`src/hw/rtl/vrib_pkg.sv`:
```
// ----------------------------------------------------------------------------
// vrib_pkg
// shared codes and result type for the varint record index builder
// ----------------------------------------------------------------------------
`default_nettype none

package vrib_pkg;

  typedef enum logic [1:0] {
    EV_RECORD   = 2'd0,
    EV_EMPTY    = 2'd1,
    EV_TRUNC    = 2'd2,
    EV_TOO_LONG = 2'd3
  } event_e;

  localparam logic [1:0] PH_HEADER  = 2'd0;
  localparam logic [1:0] PH_LEN     = 2'd1;
  localparam logic [1:0] PH_PAYLOAD = 2'd2;
  localparam logic [1:0] PH_DONE    = 2'd3;

  localparam int          VarintMaxBytes = 5;
  localparam logic [6:0]  VarintDataMask = 7'h7F;

  typedef struct packed {
    event_e      ev;
    logic [31:0] idx;
    logic [31:0] off;
    logic [31:0] len;
    logic        fin;
  } res_t;

endpackage

`default_nettype wire

```
`src/hw/rtl/varint_record_index_builder.sv`:
```
// ----------------------------------------------------------------------------
// varint_record_index_builder
// parses a length-prefixed varint record pool one byte per beat and reports
// index, start offset and length of each record, or an error event
// ----------------------------------------------------------------------------
// a byte reaches its result beat through two registers: input register, result reg
// throughput: one byte per cycle, from a combinational parse state update, while no
// result beat is held by the result stream; a byte that yields no result advances even while a result beat waits
// reset: parse state back to the header phase, counters zero, pool_bytes zero
// reset is asynchronous active low, no clearing pass
// ----------------------------------------------------------------------------
`default_nettype none

module varint_record_index_builder #(
  parameter int OFFSET_BITS = 32
) (
  input  wire logic         clk_i,
  input  wire logic         rst_ni,
  // config write channel
  input  wire logic         cfg_valid_i,
  output logic              cfg_ready_o,
  input  wire logic [31:0]  cfg_data_i,     // pool_bytes
  // input stream
  input  wire logic         s_axis_tvalid,
  output logic              s_axis_tready,
  input  wire logic [7:0]   s_axis_tdata,   // [7:0] data_byte
  input  wire logic         s_axis_tuser,   // [0] start_req
  // result stream
  output logic              m_axis_tvalid,
  input  wire logic         m_axis_tready,
  output logic [95:0]       m_axis_tdata,   // [31:0] record_index, [63:32] record_offset,
                                            // [95:64] record_length
  output logic [1:0]        m_axis_tuser,   // [1:0] event_res
  output logic              m_axis_tlast    // final_record
);
  import vrib_pkg::*;

  localparam int OB = OFFSET_BITS;
  localparam int LW = (OB > 32) ? OB : 32;
  localparam int SW = LW + 1;

  // config
  logic [31:0] pool_q;

  // parse state
  logic [1:0]    phase_q, phase_d;
  logic [31:0]   acc_q, acc_d;
  logic [2:0]    vb_q, vb_d;
  logic [OB-1:0] off_q, off_d;
  logic [31:0]   rexp_q, rexp_d;
  logic [31:0]   rseen_q, rseen_d;
  logic [31:0]   pleft_q, pleft_d;
  logic [OB-1:0] rstart_q, rstart_d;

  // input register
  logic       in_vld_q;
  logic [7:0] in_byte_q;
  logic       in_start_q;

  // result register
  logic out_vld_q;
  res_t out_q;

  logic    adv;
  logic    has_res;
  res_t    res;
  logic [OB-1:0] lim;
  logic [LW-1:0] lim_w;

  assign cfg_ready_o = 1'b1;

  always_comb begin
    logic [LW-1:0] pool_ext;
    logic [LW-1:0] cap_ext;
    pool_ext = LW'(pool_q);
    cap_ext  = LW'({OB{1'b1}});
    lim_w    = (pool_ext < cap_ext) ? pool_ext : cap_ext;
    lim      = lim_w[OB-1:0];
  end

  always_comb begin
    logic [1:0]    ph;
    logic [31:0]   acc;
    logic [2:0]    vb;
    logic [OB-1:0] off;
    logic [31:0]   rexp;
    logic [31:0]   rseen;
    logic [31:0]   pleft;
    logic [OB-1:0] rstart;
    logic [OB-1:0] off_n;
    logic [31:0]   acc_n;
    logic [2:0]    vb_n;
    logic [31:0]   pl;
    logic [31:0]   rseen_n;
    logic [5:0]    shamt;
    logic [SW-1:0] end_pos;
    logic          fin;

    if (in_start_q) begin
      ph = PH_HEADER; acc = '0; vb = '0; off = '0;
      rexp = '0; rseen = '0; pleft = '0; rstart = '0;
    end else begin
      ph = phase_q; acc = acc_q; vb = vb_q; off = off_q;
      rexp = rexp_q; rseen = rseen_q; pleft = pleft_q; rstart = rstart_q;
    end

    phase_d  = ph;
    acc_d    = acc;
    vb_d     = vb;
    off_d    = off;
    rexp_d   = rexp;
    rseen_d  = rseen;
    pleft_d  = pleft;
    rstart_d = rstart;

    has_res  = 1'b0;
    res      = '{ev: EV_RECORD, idx: '0, off: '0, len: '0, fin: 1'b0};

    off_n    = off + OB'(1);
    shamt    = 6'(vb) * 6'd7;
    acc_n    = acc | (32'(in_byte_q[6:0] & VarintDataMask) << shamt);
    vb_n     = vb + 3'd1;
    pl       = (pleft != '0) ? pleft - 32'd1 : '0;
    rseen_n  = rseen + 32'd1;
    end_pos  = SW'(off_n) + SW'(acc_n);
    fin      = ({1'b0, rseen} + 33'd1) == {1'b0, rexp};

    if (ph == PH_DONE) begin
      has_res = 1'b0;
    end else if (off >= lim) begin
      has_res = 1'b1;
      phase_d = PH_DONE;
      if (ph == PH_HEADER) begin
        if (acc == '0) begin
          res.ev = EV_EMPTY;
        end else begin
          res.ev  = EV_TRUNC;
          res.off = 32'(off);
        end
      end else begin
        res.ev  = EV_TRUNC;
        res.idx = rseen;
        res.off = 32'(rstart);
        res.len = acc;
      end
    end else begin
      off_d = off_n;
      if (ph == PH_PAYLOAD) begin
        pleft_d = pl;
        if (pl == '0) begin
          rseen_d = rseen_n;
          if (rseen_n >= rexp) begin
            phase_d = PH_DONE;
          end else if (off_n >= lim) begin
            has_res = 1'b1;
            phase_d = PH_DONE;
            res.ev  = EV_TRUNC;
            res.idx = rseen_n;
            res.off = 32'(off_n);
          end else begin
            phase_d  = PH_LEN;
            rstart_d = off_n;
            acc_d    = '0;
            vb_d     = '0;
          end
        end
      end else begin
        acc_d = acc_n;
        vb_d  = vb_n;
        if (in_byte_q[7] && (int'(vb_n) >= VarintMaxBytes)) begin
          has_res = 1'b1;
          phase_d = PH_DONE;
          res.ev  = EV_TOO_LONG;
          res.len = acc_n;
          if (ph != PH_HEADER) begin
            res.idx = rseen;
            res.off = 32'(rstart);
          end
        end else if (in_byte_q[7] && (off_n < lim)) begin
          has_res = 1'b0;
        end else if (ph == PH_HEADER) begin
          rexp_d = acc_n;
          if (acc_n == '0) begin
            has_res = 1'b1;
            phase_d = PH_DONE;
            res.ev  = EV_EMPTY;
          end else if (off_n >= lim) begin
            has_res = 1'b1;
            phase_d = PH_DONE;
            res.ev  = EV_TRUNC;
            res.off = 32'(off_n);
          end else begin
            phase_d  = PH_LEN;
            rstart_d = off_n;
            acc_d    = '0;
            vb_d     = '0;
          end
        end else begin
          has_res = 1'b1;
          res.idx = rseen;
          res.off = 32'(rstart);
          res.len = acc_n;
          if (end_pos > SW'(lim)) begin
            res.ev  = EV_TRUNC;
            phase_d = PH_DONE;
          end else begin
            res.ev  = EV_RECORD;
            res.fin = fin;
            if (acc_n != '0) begin
              phase_d = PH_PAYLOAD;
              pleft_d = acc_n;
            end else begin
              rseen_d = rseen_n;
              if (rseen_n >= rexp) begin
                phase_d = PH_DONE;
              end else begin
                phase_d  = PH_LEN;
                rstart_d = off_n;
                acc_d    = '0;
                vb_d     = '0;
              end
            end
          end
        end
      end
    end
  end

  assign adv           = in_vld_q && (!has_res || !out_vld_q || m_axis_tready);
  assign s_axis_tready = !in_vld_q || adv;

  always_ff @(posedge clk_i or negedge rst_ni) begin
    if (!rst_ni) begin
      pool_q <= '0;
    end else if (cfg_valid_i && cfg_ready_o) begin
      pool_q <= cfg_data_i;
    end
  end

  always_ff @(posedge clk_i or negedge rst_ni) begin
    if (!rst_ni) begin
      phase_q  <= PH_HEADER;
      acc_q    <= '0;
      vb_q     <= '0;
      off_q    <= '0;
      rexp_q   <= '0;
      rseen_q  <= '0;
      pleft_q  <= '0;
      rstart_q <= '0;
    end else if (adv) begin
      phase_q  <= phase_d;
      acc_q    <= acc_d;
      vb_q     <= vb_d;
      off_q    <= off_d;
      rexp_q   <= rexp_d;
      rseen_q  <= rseen_d;
      pleft_q  <= pleft_d;
      rstart_q <= rstart_d;
    end
  end

  always_ff @(posedge clk_i or negedge rst_ni) begin
    if (!rst_ni) begin
      in_vld_q <= 1'b0;
    end else if (s_axis_tvalid && s_axis_tready) begin
      in_vld_q <= 1'b1;
    end else if (adv) begin
      in_vld_q <= 1'b0;
    end
  end

  always_ff @(posedge clk_i) begin
    if (s_axis_tvalid && s_axis_tready) begin
      in_byte_q  <= s_axis_tdata;
      in_start_q <= s_axis_tuser;
    end
  end

  always_ff @(posedge clk_i or negedge rst_ni) begin
    if (!rst_ni) begin
      out_vld_q <= 1'b0;
    end else if (adv && has_res) begin
      out_vld_q <= 1'b1;
    end else if (m_axis_tready) begin
      out_vld_q <= 1'b0;
    end
  end

  always_ff @(posedge clk_i) begin
    if (adv && has_res) begin
      out_q <= res;
    end
  end

  assign m_axis_tvalid = out_vld_q;
  assign m_axis_tdata  = {out_q.len, out_q.off, out_q.idx};
  assign m_axis_tuser  = out_q.ev;
  assign m_axis_tlast  = out_q.fin;

  // final flag only on a found record
  a_fin_only_record: assert property (@(posedge clk_i) disable iff (!rst_ni)
    m_axis_tvalid && m_axis_tlast |-> m_axis_tuser == EV_RECORD)
    else $error("final_record on a non-record event");

  // an error event ends the parse
  a_err_done: assert property (@(posedge clk_i) disable iff (!rst_ni)
    adv && has_res && (res.ev != EV_RECORD) |=> phase_q == PH_DONE)
    else $error("parse not idle after error event");

  // idle holds until a restart beat is consumed
  a_done_holds: assert property (@(posedge clk_i) disable iff (!rst_ni)
    (phase_q == PH_DONE) && !(adv && in_start_q) |=> phase_q == PH_DONE)
    else $error("left idle without restart");

  // record count never passes the announced count
  a_seen_le_exp: assert property (@(posedge clk_i) disable iff (!rst_ni)
    rseen_q <= rexp_q)
    else $error("records seen beyond header count");

  // a varint byte count of five only outside the varint phases
  a_vb_range: assert property (@(posedge clk_i) disable iff (!rst_ni)
    (int'(vb_q) < VarintMaxBytes) ||
    ((phase_q != PH_HEADER) && (phase_q != PH_LEN)))
    else $error("varint byte count out of range");

endmodule

`default_nettype wire

```
`config.mk`:
```
export PLATFORM = sky130hd
export DESIGN_NAME = varint_record_index_builder
export DESIGN_NICKNAME = d
export VERILOG_FILES = /design/src/hw/rtl/vrib_pkg.sv /design/src/hw/rtl/varint_record_index_builder.sv
export SDC_FILE = /design/constraint.sdc
export NUM_CORES = 2
export LEC_CHECK = 0
export BUFFER_PORTS_ARGS = -buffer_cell sky130_fd_sc_hd__buf_4
export CAP_MARGIN = 20
export CORE_ASPECT_RATIO = 1.1
export CORE_UTILIZATION = 34
export DETAILED_ROUTE_END_ITERATION = 8
export GPL_ROUTABILITY_DRIVEN = 0
export SLEW_MARGIN = 20
export SYNTH_ARGS = -nofsm -noshare
export SYNTH_HDL_FRONTEND = slang
export SYNTH_SLANG_ARGS = --single-unit
```
`constraint.sdc`:
```
create_clock -name clk_i -period 11 [get_ports clk_i]
set_clock_uncertainty 0.05 [all_clocks]
set_input_delay 1.65 -clock clk_i [delete_from_list [all_inputs] [get_ports clk_i]]
set_output_delay 1.65 -clock clk_i [all_outputs]
set_load 0.02 [all_outputs]
```
Word level (Yosys, flattened, before mapping) --
Cells that the tools add are included.
Word-level totals: register bits after elaboration 339, input port bits 46, output and inout port bits 102, logic and storage cells 186
Operators by class: add/sub/neg operators 6, multiply operators 1, $lt $le $gt $ge 7, eq/ne operators 3, shifts and indexed selects 1, muxes and demuxes 128, bitwise operators 1, reductions and logical operators 21
Operator list (count):
- 32-bit 2-to-1 mux | 67
- 66-bit 2-to-1 mux | 4
- 98-bit 2-to-1 mux | 2
- 99-bit 2-to-1 mux | 1
- 32-bit >= comparator | 3
- 32-bit logical NOT | 3
- 33-bit 2-to-1 mux | 2
- 32-bit by 1-bit adder with 32-bit output, second input constant | 2
- 64-bit 2-to-1 mux | 1
- 32-bit nonzero test | 2
- 3-bit 2-to-1 mux | 15
- 2-bit 2-to-1 mux | 20
- 32-bit by 1-bit adder with 33-bit output, second input constant | 1
- 32-bit by 32-bit adder with 33-bit output | 1
- 33-bit by 32-bit equality test with 1-bit output | 1
- 33-bit by 32-bit > comparator with 1-bit output | 1
- 32-bit < comparator | 1
- 32-bit < comparator, second input constant | 1
- 32-bit bitwise OR | 1
- 7-bit by 6-bit left shift with 32-bit output | 1
- 32-bit by 1-bit subtractor with 32-bit output, second input constant | 1
- 1-bit 2-to-1 mux | 16
- 7-bit OR reduction | 1
- 3-bit by 3-bit multiplier with 6-bit output, second input constant | 1
- other kinds (8) | 19

Longest topological paths before layout --
depth in word-level cells 19, mapped depth 41, gate-level depth less buffers 32

Least setup slack after synthesis --
No wires, ideal clock.
path type register -> register, start point reg in_start_q, end point reg out_q (netlist bit m_axis_tdata[0]), enable pin, library setup time 0.469 ns, data arrival time 9.057 ns, path slack 1.424 ns, stages on the path, launching flop included 33, path buffers 9, clock period less this slack 9.576 ns, cell sequence edfxtp_1 > buf_2 > buf_2 > inv_1 > clkbuf_1 > buf_1 > clkbuf_1 > clkbuf_1 > nand2_1 > inv_1 > ha_1 > nand4_1 > or4_1 > buf_2 > nor2_1 > nand2_1 > nor2_1 > nand4_1 > or3_1 > a21oi_1 > ha_1 > nand4_1 > nor2_1 > and2_1 > and4_1 > o21a_1 > or3_1 > o211ai_4 > a41oi_4 > buf_4 > buf_4 > nor2_1 > and2_1
Between the ends: longest elaborated chain between the ends 17
Ends and longest elaborated chain:
- start: declaration | RTL line varint_record_index_builder.sv:58 | logic in_start_q;
- start signal: assignment | RTL line varint_record_index_builder.sv:275 | in_start_q <= s_axis_tuser;
- branches (longest 11 deep; another with 32-bit by 1-bit adder with 32-bit output)
- 1-bit 2-to-1 mux (*) | RTL line varint_record_index_builder.sv:128 | if (ph == PH_DONE) begin
- 1-bit logical NOT | RTL line varint_record_index_builder.sv:229 | assign adv = in_vld_q && (!has_res || !out_vld_q || m_axis_tready);
- 1-bit logical OR (2 in a row) | RTL line varint_record_index_builder.sv:229
- 1-bit logical AND | RTL line varint_record_index_builder.sv:229
- 1-bit logical AND (*) | RTL line varint_record_index_builder.sv:290 | if (adv && has_res) begin
- end signal: assignment | RTL line varint_record_index_builder.sv:291 | out_q <= res;
- end: declaration | RTL line varint_record_index_builder.sv:62 | res_t out_q;
Every way passes the cells marked *. A chain may end at the register's enable or synchronous reset.

Worst setup path in the final report --
start point reg in_start_q, end point reg rseen_q[25]
Between the ends: longest elaborated chain between the ends 16
Ends and longest elaborated chain:
- branches (longest 16 deep; another with 32-bit by 32-bit adder with 33-bit output)
- end signal: assignment | RTL line varint_record_index_builder.sv:256 | rseen_q <= rseen_d;
- end: declaration | RTL line varint_record_index_builder.sv:51 | logic [31:0] rseen_q, rseen_d;
Parallel ways; which one is timed is not known.

==> qor.csv <==
metric;value;unit
run_status;finished clean;
worst-path-stages;31;
cts_made_buffers;41;
worst_path_largest_cell_delay;0.74;ns
crit_path_start_kind;flip-flop;
rr_startpoint;in_start_q$_DFFE_PP_;
route.detailed.drc;0;
hold_path_class;flip-flop to flip-flop;
vdd_ir_drop_max;0.105;mV
drt_wl_total;90.2;mm
core.rowCount;101;
synth_top_cells_by_area;dfrtp_1 (24%), edfxtp_1 (14%), ha_1 (8.4%);
synthesis.area_per_instance;9.16;µm²
setup_repair_after_global_routing_missed_its_margin;no;
synth.ff_latch_count;339;
clock_transition_time_at_the_flip_flop_clock_pins_of_the_worst_setup_and_hold_paths;0.06;ns
synthesis.yosys.warnings;0;
ff2ff_path_depth;31;
n_antenna_cell;0;
grt_start_max_net_pins;111;
grt_pass1_wl;137;mm
hold_ws;0.447;ns
critical_path.endpoint;rseen_q[25]$_DFFE_PN0P_;
drv_cap;0;
gr-total-overflow;0;
postCtsResizedCells;0;
timing.critical_path.required;11.43;ns
cts.sinks;339;
die-height;280;µm
power.static_leakage;11.8;nW
setup_viol_count_final;0;
timing_startpoint_of_the_critical_path;in_start_q$_DFFE_PP_;
holdBufCountCts;0;
critical_path_class;flip-flop to flip-flop;
fillCellCount;6899;
post_route_cells_drive_above_1_share;0.121;
cts-root-to-sink-buffers;3;
r2r-end;rseen_q[25]$_DFFE_PN0P_;
detailedPlacementHpwl;63.4;mm
post_cts_repair_timing_setup_buffer_count;0;
netlist.area_leader.share;0.242;
worst_setup_path_end_kind;flip-flop;
transition_time_at_the_pin_with_the_least_slew_margin;1.21;ns
achievable-frequency;102;MHz
tritoncts_clock_tree;yes;
core;69300;µm²
setup_slack;1.16;ns
async_flop_share;0.681;
detail_route.iter0.violations;2809;
clockRootBuffer;clkbuf_16;
worst_path_dominant_cell_family;compound AO/OA/AOI/OAI gates;
powerDensity;190;nW/µm²
final.setup.tns;0;ns
dr_total_vias;22600;
register_area;9020;µm²
area_growth_syn_to_layout;14.8;%
total_power;0.00521;W
first_pass_iters;8;
routedWlPerCell;24.8;µm
final_period_minus_worst_setup_slack;9.84;ns
die_area;71300;µm²
regToRegSetupSlack;1.16;ns
synth_area;23900;µm²
floorplan.io_pins;148;
synth.distinct_cells;99;
vias_per_cell;6.23;
crit_path_top_delay_cell;or4_1;
critical_path.max_fanout;15;
netlist_top_cells_count;nand2_1 (239), dfrtp_1 (231), a22o_1 (191);
synth_enable_flop_cells;108;
hold_violations_final;0;
multi_input_area;13800;µm²
synth.most_common_cell;nand2_1;
maxSlewHeadroom;0.193;
cell_count_after_synthesis;2607;
worst_ep_arrival_time;10.27;ns
grtUsageTotal;0.250;
critical_path_buf_inv_count;2;
synth_fp_nets;2815;
min_period_over_period;0.895;
synth_seq_area_share;0.378;
setup_ws_pre_cts;1.47;ns
final-max-slew-violation-count;0;
h-tree-depth;2;
number_of_port_buffers;146;
floorplan.initialDensity;0.345;
drtAntennaViolNets;0;
final_nets;2884;
netlist.top_cell.by_area;dfrtp_1;
grt_antenna_before_repair;0;
clock_latency;0.60;ns
die_width;255;µm
ys.flop_type;dfrtp_1;
grt_pass1_vias;22100;
==> state kept, by name, indices dropped and copies added (netlist names), 2 cells and up <==
register / flops
m_axis_tuser: 2
rstart_q: 32
off_q: 32
acc_q: 32
vb_q: 3
pleft_q: 32
in_byte_q: 8
pool_q: 32
rseen_q: 32
phase_q: 2
m_axis_tdata: 96
rexp_q: 32
==> metrics by stage <==
step           cell area, µm²  std cells  utilization
4_1_cts                 27400       3635        0.395
3_5_place_dp            25900       3559        0.374
2_1_floorplan           23900       2607            -
6_report                27400       3636        0.396
5_1_grt                 27400       3636        0.396
3_3_place_gp            25900       3557        0.374
==> cells by family after synthesis <==
family / after synthesis / share of synthesized area
AO/OA/AOI/OAI: 848 / 0.255
adder cells (fa/ha/maj): 163 / 0.0857
AND/OR/NAND/NOR: 866 / 0.186
multiplexers: 13 / 0.00561
flip-flops: 339 / 0.378
XOR/XNOR: 111 / 0.0432
buffers and inverters: 266 / 0.0467
other: 1 / 0.000157
==> cell type report <==
type                            count  area share
Clock inverter                     25      0.0132
Multi-Input combinational cell   2002       0.505
Clock buffer                       51      0.0400
Sequential cell                   339       0.329
Inverter                           87      0.0120
Tap cell                          927      0.0423
Timing Repair Buffer              205      0.0585
==> how the worst min path moves through the flow <==
stage                           start                endpoint  slack (ns)  cells past startpoint
2_1_floorplan   off_q[31]$_DFFE_PN0P_   off_q[31]$_DFFE_PN0P_        0.41                      1
3_3_place_gp    off_q[31]$_DFFE_PN0P_   off_q[31]$_DFFE_PN0P_        0.43                      1
3_5_place_dp   rexp_q[29]$_DFFE_PN0P_  rexp_q[29]$_DFFE_PN0P_        0.43                      1
4_1_cts        rexp_q[20]$_DFFE_PN0P_  rexp_q[20]$_DFFE_PN0P_        0.45                      1
5_1_grt        rexp_q[26]$_DFFE_PN0P_  rexp_q[26]$_DFFE_PN0P_        0.46                      1
6_report       rexp_q[22]$_DFFE_PN0P_  rexp_q[22]$_DFFE_PN0P_        0.45                      1
==> metal layers <==
layer	vias up	track usage	share of wire
met5	-	0	0
met2	1261	0.396	0.46
met4	0	0.157	0.069
met1	11000	0.315	0.38
li1	10000	-	-
met3	309	0.0419	0.085
==> power breakdown <==
group,internal [W],switching (W),total [W]
Clock,0.000902,0.000608,0.00151
Sequential,0.00151,0.000243,0.00175
Combinational,0.000672,0.00128,0.00195
==> cells in the final DEF, fill, tap and decap left out, types with 10 or more instances in the layout <==
cell	n
nand2_1	239
dfrtp_1	231
buf_4	199
a22o_1	191
nor2_1	162
ha_1	160
a21oi_1	155
o21ai_0	152
edfxtp_1	108
inv_1	83
nand3_1	81
nor3_1	80
xnor2_1	64
a21o_1	58
a221oi_1	55
nor2b_1	52
xor2_1	43
clkbuf_16	42
nand4_1	39
nor4_1	30
a31oi_1	26
a221o_1	21
and3_1	20
nand2b_1	19
and2_1	19
o21a_1	19
or4_1	17
or3_1	17
o211ai_1	16
a22oi_1	15
a211oi_1	13
o2bb2ai_1	13
and4_1	12
o31ai_1	11
mux2i_1	10
No activity file was read; power rests on OpenSTA's default activity.
